[src/rtl/swqt_pkg.sv]
// shared types and constants for the semaphore wait queue table
package swqt_pkg;

  localparam int MAX_PROCS = 32;
  localparam int KEY_BITS  = 32;
  localparam int PIDX_W    = $clog2(MAX_PROCS);
  localparam int CMD_W     = 2;
  localparam int PID_W     = 5;
  localparam int IN_KEY_W  = 32;
  localparam int ST_W      = 2;

  typedef enum logic [CMD_W-1:0] {
    CMD_INSERT = 2'd0,
    CMD_REMOVE = 2'd1,
    CMD_OUT    = 2'd2,
    CMD_HEAD   = 2'd3
  } cmd_t;

  typedef enum logic [ST_W-1:0] {
    ST_OK       = 2'd0,
    ST_NOFREE   = 2'd1,
    ST_NOTFOUND = 2'd2,
    ST_BLOCKED  = 2'd3
  } status_t;

  typedef enum logic [2:0] {
    S_IDLE,
    S_CHECK,
    S_SCAN,
    S_ACT,
    S_WALK,
    S_FIN
  } state_t;

  // controller to datapath
  typedef struct packed {
    logic load;
    logic check;
    logic scan;
    logic act;
    logic walk;
    logic fin;
  } ctl_t;

  // datapath to controller
  typedef struct packed {
    logic early_done;
    logic scan_end;
    logic go_walk;
    logic walk_end;
    logic out_free;
  } sts_t;

endpackage

[src/rtl/semaphore_wait_queue_table.sv]
// semaphore wait queue table top level
//
// channel  dir  tdata fields (low bit first)
// s_axis   in   command[1:0] sem_key[33:2] proc_id[38:34] zero[39]
// m_axis   out  status[1:0] result_valid[2] result_proc[7:3]
//
// one word at a time; the time per word is set by the
// key scan over the descriptors and the walk along one queue's links.
// insert, remove and peek never walk a queue.
// reset clears the used and blocked flags at once; no clearing pass.
// a waiting output word holds the block in its final state until taken.
module semaphore_wait_queue_table (
  input  logic        clk,
  input  logic        rst,
  input  logic        s_axis_tvalid,
  output logic        s_axis_tready,
  input  logic [39:0] s_axis_tdata,  // command, sem_key, proc_id, zero pad
  output logic        m_axis_tvalid,
  input  logic        m_axis_tready,
  output logic [7:0]  m_axis_tdata   // status, result_valid, result_proc
);

  swqt_pkg::ctl_t ctl;
  swqt_pkg::sts_t sts;
  logic [swqt_pkg::ST_W-1:0]  st;
  logic                       rv;
  logic [swqt_pkg::PID_W-1:0] rp;

  swqt_ctrl u_ctrl (
    .clk      (clk),
    .rst      (rst),
    .in_valid (s_axis_tvalid),
    .in_ready (s_axis_tready),
    .sts      (sts),
    .ctl      (ctl)
  );

  swqt_dpath u_dpath (
    .clk        (clk),
    .rst        (rst),
    .ctl        (ctl),
    .sts        (sts),
    .in_command (s_axis_tdata[1:0]),
    .in_key     (s_axis_tdata[33:2]),
    .in_proc    (s_axis_tdata[38:34]),
    .out_valid  (m_axis_tvalid),
    .out_ready  (m_axis_tready),
    .out_status (st),
    .out_rvalid (rv),
    .out_rproc  (rp)
  );

  assign m_axis_tdata = {rp, rv, st};

endmodule

[src/rtl/swqt_ctrl.sv]
// command sequencer for the semaphore wait queue table
module swqt_ctrl (
  input  logic           clk,
  input  logic           rst,
  input  logic           in_valid,
  output logic           in_ready,
  input  swqt_pkg::sts_t sts,
  output swqt_pkg::ctl_t ctl
);

  swqt_pkg::state_t state, state_next;

  // state register
  always_ff @(posedge clk) begin
    if (rst) begin
      state <= swqt_pkg::S_IDLE;
    end else begin
      state <= state_next;
    end
  end

  // next state
  always_comb begin
    state_next = state;
    case (state)
      swqt_pkg::S_IDLE:  if (in_valid) state_next = swqt_pkg::S_CHECK;
      swqt_pkg::S_CHECK: state_next = sts.early_done ? swqt_pkg::S_FIN : swqt_pkg::S_SCAN;
      swqt_pkg::S_SCAN:  if (sts.scan_end) state_next = swqt_pkg::S_ACT;
      swqt_pkg::S_ACT:   state_next = sts.go_walk ? swqt_pkg::S_WALK : swqt_pkg::S_FIN;
      swqt_pkg::S_WALK:  if (sts.walk_end) state_next = swqt_pkg::S_FIN;
      swqt_pkg::S_FIN:   if (sts.out_free) state_next = swqt_pkg::S_IDLE;
      default:           state_next = swqt_pkg::S_IDLE;
    endcase
  end

  // commands
  always_comb begin
    in_ready  = (state == swqt_pkg::S_IDLE);
    ctl.load  = (state == swqt_pkg::S_IDLE) && in_valid;
    ctl.check = (state == swqt_pkg::S_CHECK);
    ctl.scan  = (state == swqt_pkg::S_SCAN);
    ctl.act   = (state == swqt_pkg::S_ACT);
    ctl.walk  = (state == swqt_pkg::S_WALK);
    ctl.fin   = (state == swqt_pkg::S_FIN) && sts.out_free;
  end

endmodule

[src/rtl/swqt_dpath.sv]
// descriptor and process tables with the search and unlink datapath
module swqt_dpath (
  input  logic                          clk,
  input  logic                          rst,
  input  swqt_pkg::ctl_t                ctl,
  output swqt_pkg::sts_t                sts,
  input  logic [swqt_pkg::CMD_W-1:0]    in_command,
  input  logic [swqt_pkg::IN_KEY_W-1:0] in_key,
  input  logic [swqt_pkg::PID_W-1:0]    in_proc,
  output logic                          out_valid,
  input  logic                          out_ready,
  output logic [swqt_pkg::ST_W-1:0]     out_status,
  output logic                          out_rvalid,
  output logic [swqt_pkg::PID_W-1:0]    out_rproc
);

  localparam int N = swqt_pkg::MAX_PROCS;
  localparam int W = swqt_pkg::PIDX_W;
  localparam int K = swqt_pkg::KEY_BITS;

  // tables
  logic [N-1:0] desc_used;
  logic [N-1:0] proc_blocked;
  logic [K-1:0] desc_key      [N];
  logic [W-1:0] desc_head     [N];
  logic [W-1:0] desc_tail     [N];
  logic [W-1:0] proc_next     [N];
  logic [K-1:0] proc_wait_key [N];

  // command registers
  swqt_pkg::cmd_t          c_cmd;
  logic [K-1:0]            c_key;
  logic [swqt_pkg::PID_W-1:0] c_p;
  logic                    p_ok;
  logic [W-1:0]            pi;
  logic [W-1:0]            d_idx;
  logic                    hit;
  logic [W-1:0]            hit_d;
  logic                    free_ok;
  logic [W-1:0]            free_d;
  logic [W-1:0]            prev;
  logic [W-1:0]            p_next;
  logic [W-1:0]            steps;
  swqt_pkg::status_t       r_status;
  logic                    r_valid;
  logic [W-1:0]            r_proc;

  logic                    match;
  logic [W-1:0]            h_hit;
  logic [W-1:0]            t_hit;
  logic [W-1:0]            nx;

  assign pi    = c_p[W-1:0];
  assign p_ok  = (32'(c_p) < 32'(N));
  assign match = desc_used[d_idx] && (desc_key[d_idx] == c_key);
  assign h_hit = desc_head[hit_d];
  assign t_hit = desc_tail[hit_d];
  assign nx    = proc_next[prev];

  // status toward the controller
  always_comb begin
    sts.early_done = 1'b0;
    case (c_cmd)
      swqt_pkg::CMD_INSERT: sts.early_done = !p_ok || proc_blocked[pi];
      swqt_pkg::CMD_OUT:    sts.early_done = !p_ok || !proc_blocked[pi];
      default:              sts.early_done = 1'b0;
    endcase
    sts.scan_end = match || (d_idx == W'(N - 1));
    sts.go_walk  = (c_cmd == swqt_pkg::CMD_OUT) && hit && (h_hit != pi);
    sts.walk_end = (prev == t_hit) || (nx == pi) || (steps == W'(N - 1));
    sts.out_free = !out_valid || out_ready;
  end

  // flag tables, cleared at reset
  always_ff @(posedge clk) begin
    if (rst) begin
      desc_used    <= '0;
      proc_blocked <= '0;
    end else if (ctl.act) begin
      case (c_cmd)
        swqt_pkg::CMD_INSERT: begin
          if (hit) begin
            proc_blocked[pi] <= 1'b1;
          end else if (free_ok) begin
            desc_used[free_d] <= 1'b1;
            proc_blocked[pi]  <= 1'b1;
          end
        end
        swqt_pkg::CMD_REMOVE, swqt_pkg::CMD_OUT: begin
          if (hit && (c_cmd == swqt_pkg::CMD_REMOVE || h_hit == pi)) begin
            if (h_hit == t_hit) desc_used[hit_d] <= 1'b0;
            proc_blocked[h_hit] <= 1'b0;
          end
        end
        default: ;
      endcase
    end else if (ctl.walk) begin
      if (prev != t_hit && nx == pi) proc_blocked[pi] <= 1'b0;
    end
  end

  // payload tables
  always_ff @(posedge clk) begin
    if (ctl.check && c_cmd == swqt_pkg::CMD_OUT) begin
      c_key <= proc_wait_key[pi];
    end else if (ctl.load) begin
      c_key <= in_key[K-1:0];
    end
    if (ctl.act) begin
      case (c_cmd)
        swqt_pkg::CMD_INSERT: begin
          if (hit) begin
            proc_next[t_hit]  <= pi;
            desc_tail[hit_d]  <= pi;
            proc_wait_key[pi] <= c_key;
          end else if (free_ok) begin
            desc_key[free_d]  <= c_key;
            desc_head[free_d] <= pi;
            desc_tail[free_d] <= pi;
            proc_wait_key[pi] <= c_key;
          end
        end
        swqt_pkg::CMD_REMOVE, swqt_pkg::CMD_OUT: begin
          if (hit && (c_cmd == swqt_pkg::CMD_REMOVE || h_hit == pi) && h_hit != t_hit)
            desc_head[hit_d] <= proc_next[h_hit];
        end
        default: ;
      endcase
    end else if (ctl.walk) begin
      if (prev != t_hit && nx == pi) begin
        proc_next[prev] <= p_next;
        if (t_hit == pi) desc_tail[hit_d] <= prev;
      end
    end
  end

  // command registers, scan and walk
  always_ff @(posedge clk) begin
    if (ctl.load) begin
      c_cmd <= swqt_pkg::cmd_t'(in_command);
      c_p   <= in_proc;
    end
    if (ctl.check) begin
      d_idx    <= '0;
      hit      <= 1'b0;
      free_ok  <= 1'b0;
      r_status <= swqt_pkg::ST_NOTFOUND;
      r_valid  <= 1'b0;
      r_proc   <= '0;
      if (c_cmd == swqt_pkg::CMD_INSERT && p_ok && proc_blocked[pi])
        r_status <= swqt_pkg::ST_BLOCKED;
    end
    if (ctl.scan) begin
      d_idx <= d_idx + W'(1);
      if (match) begin
        hit   <= 1'b1;
        hit_d <= d_idx;
      end else if (!desc_used[d_idx] && !free_ok) begin
        free_ok <= 1'b1;
        free_d  <= d_idx;
      end
    end
    if (ctl.act) begin
      prev   <= h_hit;
      p_next <= proc_next[pi];
      steps  <= '0;
      case (c_cmd)
        swqt_pkg::CMD_INSERT:
          r_status <= (hit || free_ok) ? swqt_pkg::ST_OK : swqt_pkg::ST_NOFREE;
        swqt_pkg::CMD_REMOVE, swqt_pkg::CMD_HEAD: begin
          if (hit) begin
            r_status <= swqt_pkg::ST_OK;
            r_valid  <= 1'b1;
            r_proc   <= h_hit;
          end
        end
        default: begin
          if (hit && h_hit == pi) begin
            r_status <= swqt_pkg::ST_OK;
            r_valid  <= 1'b1;
            r_proc   <= pi;
          end
        end
      endcase
    end
    if (ctl.walk) begin
      prev  <= nx;
      steps <= steps + W'(1);
      if (prev != t_hit && nx == pi) begin
        r_status <= swqt_pkg::ST_OK;
        r_valid  <= 1'b1;
        r_proc   <= pi;
      end
    end
  end

  // output word register
  always_ff @(posedge clk) begin
    if (rst) begin
      out_valid <= 1'b0;
    end else if (ctl.fin) begin
      out_valid <= 1'b1;
    end else if (out_ready) begin
      out_valid <= 1'b0;
    end
  end

  always_ff @(posedge clk) begin
    if (ctl.fin) begin
      out_status <= r_status;
      out_rvalid <= r_valid;
      out_rproc  <= swqt_pkg::PID_W'(r_proc);
    end
  end

endmodule

[config.mk]
export PLATFORM = sky130hd
export DESIGN_NAME = semaphore_wait_queue_table
export DESIGN_NICKNAME = d
export VERILOG_FILES = /design/src/rtl/swqt_pkg.sv /design/src/rtl/semaphore_wait_queue_table.sv /design/src/rtl/swqt_ctrl.sv /design/src/rtl/swqt_dpath.sv
export SDC_FILE = /design/constraint.sdc
export NUM_CORES = 2
export LEC_CHECK = 0
export BUFFER_PORTS_ARGS = -buffer_cell sky130_fd_sc_hd__buf_2
export CAP_MARGIN = 5
export CORE_UTILIZATION = 45
export DETAILED_ROUTE_END_ITERATION = 10
export HOLD_SLACK_MARGIN = 0.03
export PLACE_DENSITY_LB_ADDON = 0.05
export SYNTH_ARGS = -nofsm -noshare
export SYNTH_HDL_FRONTEND = slang
export SYNTH_HIERARCHICAL = 1
export SYNTH_SLANG_ARGS = --single-unit
[constraint.sdc]
create_clock -name clk -period 5.84 [get_ports clk]
set_clock_uncertainty 0.1 [all_clocks]
set_input_delay 0.876 -clock clk [delete_from_list [all_inputs] [get_ports clk]]
set_output_delay 0.876 -clock clk [all_outputs]
set_load 0.05 [all_outputs]
## Yosys cells after proc, flatten, opt, wreduce, memory -nomap -nowiden

Memory sizes are Yosys's and may differ from the RTL's. A register that Yosys moved wholly into a read port is not among the register bits.
Index checks and enable logic that the tools add are counted.

- Flip-flop bits (word level): 150
- Memory bits (writable): 2,528
- Input bits: 44
- Output and inout bits: 10
- Memories: 5

- $add $sub $neg: 2
- Magnitude comparators: 9
- Equality and inequality tests: 30
- Muxes and demuxes: 110
- Bitwise logic cells: 11
- Reductions and logical operators: 44

Memory list:

| memory | words | bits a word | rd ports | clocked after Yosys merged registers in | write ports | line | RTL |
|---|---|---|---|---|---|---|---|
| u_dpath.desc_key | 32 | 32 | 1 | 1 | 1 | swqt_dpath.sv:24 | `logic [K-1:0] desc_key [N];` |
| u_dpath.proc_wait_key | 32 | 32 | 1 | 1 | 1 | swqt_dpath.sv:28 | `logic [K-1:0] proc_wait_key [N];` |
| u_dpath.desc_head | 32 | 5 | 1 | 1 | 1 | swqt_dpath.sv:25 | `logic [W-1:0] desc_head [N];` |
| u_dpath.desc_tail | 32 | 5 | 1 | 1 | 1 | swqt_dpath.sv:26 | `logic [W-1:0] desc_tail [N];` |
| u_dpath.proc_next | 32 | 5 | 3 | 2 | 1 | swqt_dpath.sv:27 | `logic [W-1:0] proc_next [N];` |

Operator list:

| operator | number |
|---|---|
| 2-to-1 mux 32 bit | 13 |
| case mux 32 bit (2 select lines) | 2 |
| 2-to-1 mux 5 bit | 24 |
| bitwise AND 32 bit | 3 |
| inverter 32 bit | 3 |
| OR 32 bit | 2 |
| 2-to-1 mux 1 bit | 49 |
| == test 32 bit | 1 |
| less-than comparator 5 x 6 -> 1 bit, second input constant | 5 |
| == test 5 bit | 5 |
| demux 1 bit (select 5 bit) | 4 |
| greater-or-equal comparator 5 x 1 -> 1 bit, second input constant | 4 |
| case mux 3 bit (6 select lines) | 1 |
| logical AND 1 bit | 16 |
| 2-to-1 mux 3 bit | 5 |
| != test 5 bit | 3 |
| OR reduction 5 bit | 3 |
| 2-to-1 mux 2 bit | 6 |
| != test 2 x 1 -> 1 bit, second input constant | 6 |
| nonzero test 2 bit | 6 |
| adder 5 x 1 -> 5 bit, second input constant | 2 |
| binary-select mux 1 bit (select 5 bit) | 2 |
| == test 5 bit, second input constant | 2 |
| case mux 5 bit (2 select lines) | 1 |
| other kinds (23) | 38 |

## Logic depth before layout (Yosys ltp)

- Word-level depth: 10
- Mapped depth: 17

## Cells and area by module

The synthesis kept the hierarchy.

By module, submodules not included:

| module | times used | cells an instance | area each (um2) | sequential area each (um2) |
|---|---|---|---|---|
| swqt_dpath | 1 | 5,571 | 109,516.3 | 80,126.8 |
| swqt_ctrl | 1 | 33 | 232.7 | 60.1 |
| semaphore_wait_queue_table | 1 | 1 | 7.5 | 0.0 |

## Least setup slack after synthesis

OpenSTA, ideal clock, no wires.

- Path type: register -> register
- From: register (tool-made name)
- To: memory u_dpath/desc_head[0][2] in the netlist's numbering (data pin)
- Setup time: 0.377 ns
- Arrival time: 3.871 ns
- Required time: 5.363 ns
- Setup slack: 1.492 ns
- Cell stages (with the launch flop): 14
- Cells stage by stage: dfxtp_1 -> buf_2 -> buf_2 -> buf_2 -> mux2i_1 -> a21oi_1 -> and3_1 -> o31a_1 -> nor3_1 -> a31oi_2 -> a21oi_2 -> buf_2 -> nor2_1 -> a21oi_1

RTL lines:

| what | line |
|---|---|
| end: declaration | swqt_dpath.sv:25 |

==> summary.txt <==
Routing
  • Via/cell ratio: a little over 6
  • Final WL: between 300000 and 400000 um
  • Wire per inst: 32.79 um
  • Antenna Nets Post-Route: 0
  • Detailed Routing Iterations Pass 1: 5
  • Starting DRT DRC Count: approximately 6500
  • Via count: between 50000 and 60000
  • Residual DRC: 0

Power and ir drop
  • Clock share of power: 0.330
  • Maximum vdd ir drop: roughly 0.00024 V
  • Logic pwr share: 0.230
  • Sw Ratio: 0.2878
  • Internal power: between 30 and 40 mW
  • Pwr dens: around 440 nW/um2
  • Reg power frac: 0.440
  • Pleak: approximately 40 nW
  • Switching power: 15.72 mW

Worst setup path
  • Crit Path Class: reg -> reg
  • CP Capture Type: flop
  • Worst path buffer plus inverter count: 3
  • CP delay by family, top: simple AND/OR/NAND/NOR gates
  • Slowest-stage cell, CP: nor4_1
  • Most used cell, CP: buf_4
  • Worst EP arrival: 5.51 ns
  • Max FO, Critical Path: 12
  • Crit-path max cell delay: just over 0.8 ns
  • Worst EP required: ~6.3 ns
  • Kind of start point of the critical path: flop
  • Critical Path, Cell by Cell: buf_4, nor2b_2, buf_4, a22oi_1, a21oi_1, nor4_1, xnor2_1, nand4_1, or3_1, or4_1, a22oi_1, buf_4

Global route
  • Met2 GRT Util: 0.3883
  • Initial antenna violation count: 5
  • Vias in the first global route: around 58000
  • Congestion Overflow GR: 0
  • Gr usage total: 0.2497
  • GRT met1 Usage: 0.3646
  • Global route hottest layer: met2
  • Met3 Resource Use GR: 0.03744
  • Global-route wire length before repair: between 400000 and 500000 um
  • Largest net degree at the start of global routing: between 60 and 70

Finish
  • Register area: 80230 um2
  • Most frequent cells in the layout: 2605 x edfxtp_1, 646 x mux4_2, 356 x mux2i_1
  • Area of the multi-input gates: ~28000 um2
  • Final Util: 0.5182
  • # fillers: between 15000 and 20000
  • Final nets: ~6000
  • Commonest non-fill, non-tap cell in the layout: edfxtp_1
  • Proportion of layout cells with a drive suffix above 1: 0.2621
  • Area delta synth->final: 13.98%

Timing
  • Hold slack: about 0.13 ns
  • Fin worst setup slack: roughly 0.82 ns
  • Final setup vio count: 0
  • Max Slew Vio Count: 0
  • Fmax: ~200 MHz
  • Rel. slew slack: 0.08188
  • Period utilisation layout: 0.8592
  • Final TNS setup: 0 ns
  • Hold Violations, Final: 0
  • RSZ-0062 raised after global routing: no
  • Worst Tran Pin Value: around 1.4 ns
  • Min cycle time layout: approximately 5.0 ns

Clock tree
  • H-tree depth: 5
  • Worst-path clk slew: approximately 0.050 ns
  • Setup bufs post-CTS: 0
  • Clk_lat worst skew: about 0.91 ns
  • Clock buffer depth: 4
  • CTS resizes: 0
  • Cts hold-fix bufs: 2
  • TritonCTS buffer count: roughly 300
  • CTS tree: built
  • Clk sinks: between 2000 and 3000
  • Root buf cell: clkbuf_16

Placed design
  • GP Congestion: about 0.91
  • I/O Buffers: 52
  • Place WS: roughly 0.96 ns
  • Hpwl dp: roughly 180000 um

Synth
  • Library cells used by synthesis: 84
  • Most used DFF post-synth: edfxtp_1
  • Syn Area/Cell: ~20 um2
  • Mapped Area: between 100000 and 150000 um2
  • Yosys warns: 6
  • Post-synth EDFFs: about 2600
  • Post-synthesis sequential area ratio: 0.7306
  • Mapped Cells: 5605
  • #FFs+latches synth: between 2000 and 3000
  • Async SR Flop Fraction: 0
  • Syn Nets: ~5700

Floorplanning
  • Die X: 495.9 um
  • Placeable Area: approximately 240000 um2
  • Total die area: between 200000 and 250000 um2
  • Initial Util: 0.4546
  • IO Count: 54
  • Die height: 495.9 um
  • Cell Rows: 180

Run
  • # Max-Cap Violations: 0

Outcome
  • Status: complete, no violations

Worst hold path
  • Hold Crit Class: in -> reg
-- state kept, by name (all words and copies together), names as in the netlist, 32 cells and up, named ones only --
name and flops:
u_dpath/c_key 32, u_dpath/desc_tail 160, u_dpath/proc_next 160, u_dpath/desc_used 32, u_dpath/desc_key 1024, u_dpath/proc_blocked 32, u_dpath/desc_head 160, u_dpath/proc_wait_key 1024
-- metrics by stage --
| stage | power (mW) | cell area, um2 | cells |
|---|---|---|---|
| floorplan | 32.51 | 109800 | 5605 |
| global placement | 37.08 | 115900 | 8838 |
| detailed placement | 37.20 | 115900 | 8838 |
| CTS | 55.24 | 125100 | 9363 |
| global route | 56.49 | 125100 | 9365 |
| finish | 54.63 | 125100 | 9368 |
-- cells in the mapped netlist (12+ instances only) --
cell type	number	share of area
a211oi_1	34	0.0023
a21oi_1	123	0.0056
a22oi_1	174	0.012
a31oi_1	55	0.0031
and2_1	29	0.0017
and3_1	19	0.0011
buf_1	53	0.0018
buf_2	61	0.0028
buf_4	20	0.0014
buf_6	20	0.0021
clkbuf_1	194	0.0066
dfxtp_1	98	0.018
edfxtp_1	2605	0.71
inv_1	40	0.0014
mux2_2	45	0.0046
mux2i_1	357	0.033
mux4_1	12	0.0029
mux4_2	646	0.13
nand2_1	148	0.0051
nand2b_1	48	0.0027
nand3_1	53	0.0024
nand4_1	25	0.0014
nor2_1	268	0.0092
nor2b_1	29	0.0017
nor3_1	23	0.0010
nor3b_1	16	0.0011
nor4_1	46	0.0026
o21ai_0	20	0.00091
o221ai_1	29	0.0023
o22ai_1	70	0.0040
o32ai_1	15	0.0012
or3_1	14	0.00080
xnor2_1	39	0.0031
xor2_1	15	0.0012
-- worst reg2reg max path: stages (launching register included) --
cell	delay (ns)
dfxtp_1	0.46
buf_4	0.27
nor2b_2	0.21
buf_4	0.24
a22oi_1	0.40
a21oi_1	0.12
nor4_1	0.81
xnor2_1	0.20
nand4_1	0.25
or3_1	0.41
or4_1	0.66
a22oi_1	0.35
buf_4	0.22
-- final timing paths --
path | start | end | slack [ns] | cells past startpoint
hold / removal | s_axis_tdata[37] | u_dpath/c_p[3] | 0.13 | 1
setup reg to reg | flop | u_dpath/proc_next[20][4] | 0.82 | 12
hold reg to reg | u_dpath/r_proc[2] | u_dpath/out_rproc[2] | 0.35 | 0
setup / recovery | flop | u_dpath/proc_next[20][4] | 0.82 | 12
-- layer usage --
layer | wire, um | vias to the layer above
met1 | 136300 | 31120
met4 | 9492 | 0
met2 | 144100 | 2030
met3 | 17320 | 503
met5 | 0 | -
li1 | - | 24060
-- cell type report --
type	count	share of cell area
Antenna cell	5	0.0001000
Clock buffer	395	0.06505
Clock inverter	128	0.008571
Inverter	43	0.001310
Multi-Input combinational cell	2506	0.2256
Sequential cell	2703	0.6413
Tap cell	3185	0.03185
Timing Repair Buffer	403	0.02618
-- power groups by stage --
stage / registers [mW] / logic, mW / clock network, mW
floorplan: 24.4 / 8.13 / 0
global placement: 24.4 / 12.6 / 0
detailed placement: 24.4 / 12.8 / 0
CTS: 24.0 / 12.8 / 18.4
global route: 24.1 / 13.4 / 19.1
finish: 24.0 / 12.6 / 18.0
-- cells by family (layout without fill, tap and decap cells) --
group | after synthesis | in the layout | share of synthesized area
other | 0 | 5 | 0
multiplexers | 1070 | 1070 | 0.1739
adder cells (fa/ha/maj) | 8 | 8 | 0.0009120
AO/OA/AOI/OAI | 590 | 590 | 0.03676
flip-flops | 2703 | 2703 | 0.7306
AND/OR/NAND/NOR | 784 | 784 | 0.03656
buffers and inverters | 396 | 969 | 0.01696
XOR/XNOR | 54 | 54 | 0.004309
Power figures use the tool's default switching activity.
